### config.mk
export PLATFORM = sky130hd
export DESIGN_NAME = fpf_outq
export DESIGN_NICKNAME = d
export VERILOG_FILES = /design/src/design/fpf_pkg.sv /design/src/design/fpf_outq.sv
export SDC_FILE = /design/constraint.sdc
export NUM_CORES = 1
export LEC_CHECK = 0
export ABC_AREA = 0
export BUFFER_PORTS_ARGS = -buffer_cell sky130_fd_sc_hd__buf_2
export CAP_MARGIN = 20
export CORE_UTILIZATION = 50
export DETAILED_ROUTE_END_ITERATION = 12
export HOLD_SLACK_MARGIN = 0.06
export PLACE_DENSITY = 0.77
export SKIP_CTS_REPAIR_TIMING = 1
export SLEW_MARGIN = 40
export SYNTH_ARGS = -nofsm -noshare
export SYNTH_HDL_FRONTEND = slang
export SYNTH_SLANG_ARGS = --single-unit
### constraint.sdc
create_clock -name aclk -period 6.6 [get_ports aclk]
set_input_delay 1.32 -clock aclk [delete_from_list [all_inputs] [get_ports aclk]]
set_output_delay 1.32 -clock aclk [all_outputs]
set_load 0.01 [all_outputs]
### src/design/fpf_pkg.sv
// shared types, codes and defaults for the five-stage pipeline block
`default_nettype none
package fpf_pkg;

    localparam int FPF_INSTR_WORDS = 64;
    localparam int FPF_REG_COUNT   = 32;
    localparam int FPF_DATA_WORDS  = 32;

    localparam logic [1:0] KIND_LD_INSTR = 2'd0;
    localparam logic [1:0] KIND_LD_REG   = 2'd1;
    localparam logic [1:0] KIND_LD_DATA  = 2'd2;
    localparam logic [1:0] KIND_TICK     = 2'd3;

    localparam logic [5:0] OPC_RTYPE = 6'b000000;
    localparam logic [5:0] OPC_LW    = 6'b100011;
    localparam logic [5:0] OPC_SW    = 6'b101011;
    localparam logic [5:0] OPC_ADDI  = 6'b001000;
    localparam logic [5:0] OPC_ANDI  = 6'b001100;
    localparam logic [5:0] OPC_BNE   = 6'b000101;
    localparam logic [5:0] FN_ADD    = 6'b100000;
    localparam logic [5:0] FN_AND    = 6'b100100;
    localparam logic [5:0] FN_OR     = 6'b100101;
    localparam logic [5:0] FN_SUB    = 6'b100010;
    localparam logic [5:0] FN_SLT    = 6'b101010;

    typedef enum logic [3:0] {
        ALU_ADD, ALU_SUB, ALU_AND, ALU_OR, ALU_SLT,
        ALU_ADDI, ALU_ANDI, ALU_LW, ALU_SW, ALU_BNE
    } alu_op_t;

    typedef struct packed {
        logic [7:0]  fetch_pc;
        logic        reg_write_valid;
        logic [4:0]  reg_write_index;
        logic [31:0] reg_write_value;
        logic        mem_write_valid;
        logic [4:0]  mem_write_index;
        logic [31:0] mem_write_value;
        logic        stalled;
        logic        flushed;
        logic        pipeline_empty;
    } res_t;

endpackage
`default_nettype wire

### src/design/fpf_outq.sv
// two-entry result queue between the pipeline and the result channel
`default_nettype none
module fpf_outq (
    input  wire logic     aclk,
    input  wire logic     aresetn,
    input  wire logic     push,
    input  fpf_pkg::res_t push_data,
    output logic          space,
    output logic          out_valid,
    input  wire logic     out_ready,
    output fpf_pkg::res_t out_data
);
    import fpf_pkg::*;

    res_t       buf_reg [2];
    logic [1:0] cnt_reg, cnt_next;
    logic       wp_reg, rp_reg;
    logic       pop;

    assign space = (cnt_reg != 2'd2);
    assign out_valid = (cnt_reg != 2'd0);
    assign out_data = buf_reg[rp_reg];
    assign pop = out_valid && out_ready;

    always_comb begin
        cnt_next = cnt_reg;
        if (push && !pop) cnt_next = cnt_reg + 2'd1;
        else if (pop && !push) cnt_next = cnt_reg - 2'd1;
    end

    always_ff @(posedge aclk) begin
        if (push) buf_reg[wp_reg] <= push_data;
    end

    always_ff @(posedge aclk) begin
        if (!aresetn) begin
            cnt_reg <= '0;
            wp_reg <= 1'b0;
            rp_reg <= 1'b0;
        end else begin
            cnt_reg <= cnt_next;
            if (push) wp_reg <= !wp_reg;
            if (pop) rp_reg <= !rp_reg;
        end
    end

endmodule
`default_nettype wire

* Word level (Yosys, flattened, before mapping)
Memories as Yosys holds them, arrays and structs flattened. A register that Yosys moved wholly into a read port is not among the register bits.
Index checks and enable logic that the tools add are counted.
** Operators by class
- Mux-type cells :: 6
- Reductions and logical operators :: 9
- Add/subtract/negate cells :: 2
- Eq/ne operators :: 1
** Operator list (number)
- logical NOT 1 bit :: 4
- two-way mux 1 bit :: 4
- two-way mux 2 bit :: 2
- nonzero test 2 bit :: 2
- logical AND 1 bit :: 3
- adder 2 x 1 -> 2 bit, second input constant :: 1
- != test 2 bit, second input constant :: 1
- subtractor 2 x 1 -> 2 bit, second input constant :: 1
** Storage, ports and cells
- Memory bits (writable) :: 174
- Word-level logic and storage cells :: 22
- Register bits after elaboration :: 4
- Output and inout bits :: 89
- Memories :: 1
- Bits of input ports :: 91
** Memories
- buf_reg :: words 2, width 87, read ports 1, clocked after memory_dff 1, wr ports 1, RTL line fpf_outq.sv:15 : res_t buf_reg [2];

* Logic depth before layout (Yosys ltp)
Gate-level depths: netlist (run 1).
- Depth after elaboration :: 5
- Mapped depth :: 5
- Depth with buffers taken out :: 5

* Worst setup path before layout (run 1)
Ideal clock, no wire load.
- Path kind :: input -> register
- Start :: in push
- End :: mem buf_reg[0][0] (netlist name), enable pin
- Library setup time :: 544 ps
- Path slack :: 908 ps
- Arrival time :: 5148 ps
- Buffers on the path :: 0
- Required time :: 6056 ps
- Stages :: 1
- Cell sequence :: nor2b_1
** Between the ends
- Longest elaborated chain between the ends :: 2
** RTL lines
- start: declaration :: RTL line fpf_outq.sv:6 : input wire logic push,
- two-way mux 1 bit :: RTL line fpf_outq.sv:32 : if (push) buf_reg[wp_reg] <= push_data;
- two-way mux 1 bit (not written as such) :: RTL line fpf_outq.sv:32
- end: declaration :: RTL line fpf_outq.sv:15
No other way between the ends.

==> results of run 1 <==
[per-layer routing]
metal  vias up  part of all wire, %  GRT usage (%)  wire length, um
met5         -                    0              0                0
met1      1625                   43           20.4             4760
li1       1545                    -              -                -
met2       137                   47           25.5             5250
met4         0                  1.5           8.52              168
met3        16                  7.9           6.39              879
[area by class of cell]
type                            count  area share (%)
Timing Repair Buffer              185            11.8
Tap cell                          172            2.56
Sequential cell                   179            63.5
Clock inverter                     14            2.52
Clock buffer                       18            5.11
Multi-Input combinational cell    104            14.6
[cells by family after synthesis]
group	synth area share, %
AOI/OAI and AO/OA	0.378
muxes	16.5
adders and majority gates	0.189
xor gates and xnor gates	0.397
and+or+nand+nor	0.851
buffers and inverters	1.23
DFF	80.5
[cells in the final DEF (no fill, tap or decap), types with 2 or more instances in the layout]
| cell | n |
|---|---|
| buf_4 | 2 |
| and2_1 | 3 |
| buf_8 | 2 |
| clkinv_4 | 2 |
| xnor2_1 | 2 |
| clkinvlp_4 | 4 |
| edfxtp_1 | 174 |
| dfxtp_1 | 4 |
| bufinv_16 | 5 |
| mux2_4 | 30 |
| clkbuf_16 | 17 |
| buf_2 | 179 |
| mux2_2 | 57 |
| clkinv_2 | 2 |
[power groups by stage]
stage	Clock (uW)	Sequential, uW	Combinational (uW)
finish	1070	1380	635
global route	1130	1390	688
CTS	1090	1390	647
detailed placement	0	1410	644
global placement	0	1400	630
floorplan	0	1370	478
[stage by stage]
| step | hold slack (ns) | std cells | power (uW) |
|---|---|---|---|
| after floorplan | 0.479 | 293 | 1850 |
| after global placement | 0.494 | 636 | 2040 |
| after detailed placement | 0.530 | 640 | 2050 |
| after CTS | 0.542 | 672 | 3120 |
| after global routing | 0.587 | 672 | 3210 |
| final | 0.535 | 672 | 3090 |
[final timing paths]
kind         startpoint              to  depth (start not counted)
max                flop     out_data[4]                          3
min          cnt_reg[1]      cnt_reg[1]                          2
max reg2reg      wp_reg  buf_reg[0][74]                          3
min reg2reg  cnt_reg[1]      cnt_reg[1]                          2
[Yosys cell counts]
master / n
a21boi_1: 1
and2_1: 4
buf_2: 5
buf_6: 5
dfxtp_1: 5
edfxtp_1: 174
ha_1: 1
mux2_2: 57
mux2_4: 30
nand2b_1: 1
nor2b_1: 2
o21a_1: 1
o21ai_0: 1
o21ai_1: 1
or2_2: 1
or3_1: 1
xnor2_1: 2
xor2_1: 1
[critical path: cells and delay by family (launching register included)]
family,cells,cell delay [ns]
DFF,1,0.69
muxes,1,0.42
buffers and inverters,2,0.85
==> metrics.md, run 1 <==
| Metric | Value |
|---|---|
| Final Util | `65.7%` |
| Comb power frac | `20.6%` |
| Cell area after placement | `0.00775 mm2` |
| Die width | `117 um` |
| Via density | `4.94` |
| TritonCTS Buffers | `17` |
| WP data arrival | `2.47 ns` |
| RSZ-0062 raised after global routing | `false` |
| Final instance area | `0.00840 mm2` |
| Ant. Diodes | `0` |
| Power density over the cells | `368 mW/mm2` |
| CTS H-tree lvls | `4` |
| Peak VDD IR | `0.236 mV` |
| Required @ worst endpoint | `5.28 ns` |
| Die area | `0.0137 mm2` |
| Gr ovfl total | `0` |
| Worst rel slew slack | `47.9%` |
| Num rows | `41` |
| DR vias | `3323` |
| Slew @ Worst Pin | `0.782 ns` |
| Core area | `0.0128 mm2` |
| Maximum clock rate | `264 MHz` |
| Part of the power in the clock network | `34.6%` |
| Lkg Pwr | `0.00320 uW` |
| Vias in the first global route | `3273` |
| Layout cell share with drive strength beyond 1 | `61.2%` |
| HPWL after DPL | `7.54 mm` |
| Slowest stage delay, CP | `0.71 ns` |
| Avg WL per Cell | `16.5 um` |
| Final setup margin | `2.81 ns` |
| Fillers | `900` |
| Part of the Yosys area used for sequential elements | `80.5%` |
| Clock tree root buffer cell | `clkbuf_16` |
| R2r setup slk | `4.83 ns` |
| Sequential share of power | `44.8%` |
| CP endpoint kind | `primary output` |
| Max reg flops | `174` |
| Distinct cell type count after synthesis | `18` |
| Multi-input gate area | `0.00122 mm2` |
| Hold Path Class | `reg2reg` |
| Tcrit/Tclk final | `57.4%` |
| Sink Count | `179` |
| Worst Path Max Fanout | `51` |
| Fin. Hold Viols | `0` |
| IO Port Bufs | `179` |
| CP max stage cell | `buf_4` |
| Starting density of the core | `51.8%` |
| Reg clk slew, reported paths | `0.06 ns` |
| Global placer's final weighted congestion | `0.691` |
| Setup Viol. Count Final | `0` |
| Mapped Nets | `385` |
| Net load switching power | `746 uW` |
| Final TNS setup | `0 ns` |
| Crit path cell chain | `buf_4 -> mux2_2 -> buf_2` |
| Flops & latches, synth | `179` |
| Post-Place Worst Slack | `3.23 ns` |
| Initial antenna violation count | `0` |
| Internal | `2340 uW` |
| Largest net degree at the start of global routing | `52` |
| I/O pin count | `180` |
| Layout Nets | `579` |
| Avg Cell Area, Syn | `22.6 um2` |
| Switching Share | `24.2%` |
| TritonRoute pass-1 iters | `5` |
| Layout area overhead | `26.8%` |
| ANT nets after route | `0` |
| First-pass GRT wire length | `16.2 mm` |
| CTS tree | `yes` |
| Register area | `0.00533 mm2` |
| Ys Warns | `0` |
| CP startpoint kind | `flop` |
| Worst skew pair latency | `0.43 ns` |
| MaxCap Viol Count | `0` |
| Post-Route WL | `11.1 mm` |
| Layout Skew | `0.0155 ns` |
| 1st-iter DRT viols | `161` |
| CTS Buffer Depth | `2` |
| Final Critical Period | `3.79 ns` |
| Vert. Die Dim | `117 um` |
| GRT Util Overall | `16.5%` |
| Status | `completed` |
| DRC Markers | `0` |
| Cell count after synthesis | `293` |
| Synth top area cells | `edfxtp_1 79%, mux2_2 9.7%, mux2_4 6.8%, dfxtp_1 1.5%, buf_6 0.85%` |
| Cell accounting for the most synthesized area | `edfxtp_1` |
| Share of the synthesized area in the top cell type | `78.9%` |
| Max Slew Vio Count | `0` |
| Netlist Area Pre-Place | `0.00662 mm2` |
| Crit path kind | `reg2out` |
(Power assumes the default switching activity.)
==> run 2: changes to the inputs <==
Settings changed: CORE_UTILIZATION 50 to 47, PLACE_DENSITY 0.77 to 0.76.
Clock period 6.6 ns to 3.4 ns, I/O delays scaled along.
==> metrics.md, run 2 (synthesis gave the netlist of run 1 again) <==
| Metric | Value |
|---|---|
| Layout area overhead | `25.5%` |
| Max reg flops | `174` |
| Final Util | `61.5%` |
| Non-Filler Instances | `674` |
| Crit path cell chain | `buf_12 -> mux2_2 -> buf_2` |
| CP endpoint kind | `primary output` |
| Most common cell after layout, fill and taps aside | `buf_2` |
| Via density | `4.87` |
| Final TNS setup | `0 ns` |
| TritonCTS Buffers | `17` |
| RSZ-0062 raised after global routing | `false` |
| Starting density of the core | `49.0%` |
| Global placer's final weighted congestion | `0.706` |
| GRT Util Overall | `15.7%` |
| CTS H-tree lvls | `4` |
| Avg WL per Cell | `16.3 um` |
| CP startpoint kind | `flop` |
| Worst Path Max Fanout | `40` |
| R2r setup slk | `1.77 ns` |
| Max Slew Vio Count | `0` |
| Final instance area | `0.00831 mm2` |
| Reg clk slew, reported paths | `0.06 ns` |
| Largest net degree at the start of global routing | `49` |
| Worst skew pair latency | `0.41 ns` |
| Die area | `0.0146 mm2` |
| First-pass GRT wire length | `16.9 mm` |
| Core area | `0.0135 mm2` |
| Clock tree root buffer cell | `clkbuf_16` |
| Power density over the cells | `699 mW/mm2` |
| Fillers | `998` |
| MaxCap Viol Count | `0` |
| Num rows | `42` |
| Sink Count | `179` |
| Layout Skew | `0.00509 ns` |
| Maximum clock rate | `384 MHz` |
| Fin. Hold Viols | `0` |
| TritonRoute pass-1 iters | `4` |
| ANT nets after route | `0` |
| Cell area after placement | `0.00773 mm2` |
| IO Port Bufs | `179` |
| Post-Route WL | `11.0 mm` |
| Cell depth of the worst flop-to-flop path | `2` |
| Hold Path Class | `in2reg` |
| Vert. Die Dim | `121 um` |
| Most frequent cells in the layout | `179 x buf_2, 174 x edfxtp_1, 57 x mux2_2, 30 x mux2_4, 17 x clkbuf_16` |
| Slew @ Worst Pin | `0.630 ns` |
| CTS tree | `yes` |
| Setup Viol. Count Final | `0` |
| CTS Buffer Depth | `2` |
| Final Critical Period | `2.60 ns` |
| Worst rel slew slack | `58.0%` |
| 1st-iter DRT viols | `174` |
| Gr ovfl total | `0` |
| Peak VDD IR | `0.403 mV` |
| Slowest stage delay, CP | `0.61 ns` |
| Status | `completed` |
| Tcrit/Tclk final | `76.5%` |
| Layout cell share with drive strength beyond 1 | `60.6%` |
| Die width | `121 um` |
| Placed Cells | `643` |
| DRC Markers | `0` |
| Tot Pwr | `5800 uW` |
| Layout Nets | `578` |
| Ant. Diodes | `0` |
| Lkg Pwr | `0.00316 uW` |
| Hold Path Cell Cnt | `1` |
| Initial antenna violation count | `0` |
| DR vias | `3280` |
| WP data arrival | `1.92 ns` |
| I/O pin count | `180` |
| Vias in the first global route | `3418` |
| Required @ worst endpoint | `2.72 ns` |
| Crit path kind | `reg2out` |
| CP max stage cell | `dfxtp_4` |
| HPWL after DPL | `7.53 mm` |
==> run 2: cell type report <==
cell class                 instances  area [um2]  area share (%)
timing repair buffer             184         958            11.5
sequential                       179        5330            64.2
clock buffer                      21         440            5.30
multi-input combinational        104        1220            14.7
tap                              176         220            2.65
clock inverter                    10         135            1.63
==> run 2: metal layers <==
layer	track usage, %	wire length (um)	vias to the layer above
met1	17.8	4300	1593
met4	6.64	162	0
met3	6.04	868	14
met5	0	0	-
met2	26.5	5650	128
li1	-	-	1545
==> run 2: where the power goes <==
part | switching (uW) | internal (uW) | total (uW)
Clock | 739 | 1150 | 1890
Combinational | 564 | 686 | 1250
Sequential | 100 | 2570 | 2670
==> run 2: final timing paths <==
kind / from / end
max: flop / out_data[85]
min: push_data[9] / buf_reg[0][9]
max reg2reg: wp_reg / buf_reg[1][50]
min reg2reg: cnt_reg[1] / cnt_reg[1]
==> run 2: critical path: cells and delay by family, from the launching register on <==
family | cells | cell delay (ns)
flops | 1 | 0.61
mux | 1 | 0.39
buf+inv | 2 | 0.45
==> run 2: per-stage QoR <==
stage / worst slack, ns / hold slack (ns)
2_1_floorplan: 0.254 / 0.479
5_1_grt: 0.694 / 0.428
3_5_place_dp: 1.22 / 0.512
6_report: 0.799 / 0.444
3_3_place_gp: 1.22 / 0.488
4_1_cts: 0.758 / 0.424
==> run 3: changes to the inputs <==
Settings changed: CORE_UTILIZATION 47 to 50, PLACE_DENSITY 0.76 to 0.77.
Clock period 3.4 ns to 2.7 ns, I/O delays scaled along.
==> metrics.md, run 3 (synthesis gave the netlist of run 1 again) <==
| Metric | Value |
|---|---|
| Most common cell after layout, fill and taps aside | `buf_2` |
| Vert. Die Dim | `117 um` |
| GRT Util Overall | `16.6%` |
| Slew @ Worst Pin | `0.579 ns` |
| Launch point of the worst reg-to-reg path | `wp_reg` |
| Lkg Pwr | `0.00321 uW` |
| Max Slew Vio Count | `0` |
| Power density over the cells | `898 mW/mm2` |
| 1st-iter DRT viols | `237` |
| Layout area overhead | `27.0%` |
| Multi-input gate area | `0.00122 mm2` |
| Post-Route WL | `11.2 mm` |
| I/O pin count | `180` |
| Status | `completed` |
| Avg WL per Cell | `16.6 um` |
| Largest net degree at the start of global routing | `66` |
| Final TNS setup | `0 ns` |
| Die width | `117 um` |
| Starting density of the core | `51.8%` |
| CTS H-tree lvls | `4` |
| Crit-path leading delay family | `flip-flops` |
| Reg clk slew, reported paths | `0.07 ns` |
| Metal3 WL | `861 um` |
| Crit path kind | `reg2out` |
| HPWL after DPL | `7.48 mm` |
| Final setup margin | `0.318 ns` |
| Worst skew pair latency | `0.42 ns` |
| TritonCTS Buffers | `17` |
| Crit path cell chain | `buf_12 -> mux2_2 -> buf_2` |
| Met1 Wirelength | `4.56 mm` |
| WP data arrival | `1.84 ns` |
| Peak VDD IR | `0.515 mV` |
| Register area | `0.00533 mm2` |
| R2r setup slk | `1.15 ns` |
| DRC Markers | `0` |
| Sink Count | `179` |
| RSZ-0062 raised after global routing | `false` |
| Core area | `0.0128 mm2` |
| CP bufs+invs | `2` |
| Setup Viol. Count Final | `0` |
| Maximum clock rate | `420 MHz` |
| Wire length on met2 | `5.58 mm` |
| CTS Buffer Depth | `2` |
| Die area | `0.0137 mm2` |
| Required @ worst endpoint | `2.16 ns` |
| IO Port Bufs | `179` |
| Tcrit/Tclk final | `88.2%` |
| Layout cell share with drive strength beyond 1 | `61.7%` |
| Final Critical Period | `2.38 ns` |
| MaxCap Viol Count | `0` |
| CP endpoint kind | `primary output` |
| First-pass GRT wire length | `16.3 mm` |
| CP max stage cell | `dfxtp_4` |
| Clock tree root buffer cell | `clkbuf_16` |
| Critical path depth | `3` |
| CP startpoint kind | `flop` |
| TritonRoute pass-1 iters | `4` |
| Post-Place Worst Slack | `0.749 ns` |
| Max reg flops | `174` |
| Hold Path Class | `in2reg` |
| Layout Skew | `0.00561 ns` |
| Gr ovfl total | `0` |
| Layout Nets | `580` |
| Critical Path End | `out_data[7]` |
| Top layer in use | `met4` |
| Global placer's final weighted congestion | `0.687` |
| Fin. Hold Viols | `0` |
| Fillers | `897` |
| CTS tree | `yes` |
| Initial antenna violation count | `0` |
| Cell depth of the worst flop-to-flop path | `2` |
| Most frequent cells in the layout | `179 x buf_2, 174 x edfxtp_1, 57 x mux2_2, 30 x mux2_4, 17 x clkbuf_16` |
| Num rows | `41` |
| Vias in the first global route | `3340` |
| ANT nets after route | `0` |
| Via density | `4.93` |
| Worst rel slew slack | `61.4%` |
| Worst Path Max Fanout | `28` |
| Slowest stage delay, CP | `0.63 ns` |
| RR Endpoint | `buf_reg[1][4]` |
| DR vias | `3318` |
| Ant. Diodes | `0` |
==> run 3: worst min path at each step <==
| stage | from | end | slack, ns | depth (start not counted) |
|---|---|---|---|---|
| floorplan | cnt_reg[1] | cnt_reg[1] | 0.48 | 2 |
| global placement | cnt_reg[1] | cnt_reg[1] | 0.49 | 2 |
| detailed placement | cnt_reg[1] | cnt_reg[1] | 0.54 | 2 |
| CTS | push_data[27] | buf_reg[1][27] | 0.29 | 1 |
| global route | push_data[56] | buf_reg[1][56] | 0.29 | 1 |
| finish | push_data[69] | buf_reg[1][69] | 0.31 | 1 |
==> run 3: routing by layer <==
| layer | GRT usage, % | up-vias |
|---|---|---|
| met5 | 0 | - |
| met2 | 28.2 | 127 |
| li1 | - | 1556 |
| met4 | 7.09 | 0 |
| met1 | 19.3 | 1619 |
| met3 | 5.61 | 16 |
==> run 3: layout make-up <==
cell class,count,area share (%)
timing repair buffer,186,12.0
tap,172,2.56
clock inverter,15,2.44
multi-input combinational,104,14.5
clock buffer,17,5.06
sequential,179,63.4
==> run 3: report_power, final <==
group          internal, uW  total (uW)  leakage (uW)  switching [uW]
clock network          1560        2570      0.000300            1010
registers              3230        3360       0.00168             131
logic                   893        1610       0.00123             721
==> run 3: per-stage QoR <==
| stage | hold slack, ns | cell area (um2) | utilization (%) | power [uW] | std cells |
|---|---|---|---|---|---|
| 6_report | 0.307 | 8410 | 65.8 | 7550 | 673 |
| 5_1_grt | 0.287 | 8410 | 65.8 | 7860 | 673 |
| 4_1_cts | 0.288 | 8410 | 65.8 | 7630 | 673 |
| 3_5_place_dp | 0.539 | 7780 | 60.9 | 5060 | 641 |
| 3_3_place_gp | 0.493 | 7780 | 60.9 | 5020 | 641 |
| 2_1_floorplan | 0.479 | 6630 | - | 4500 | 293 |
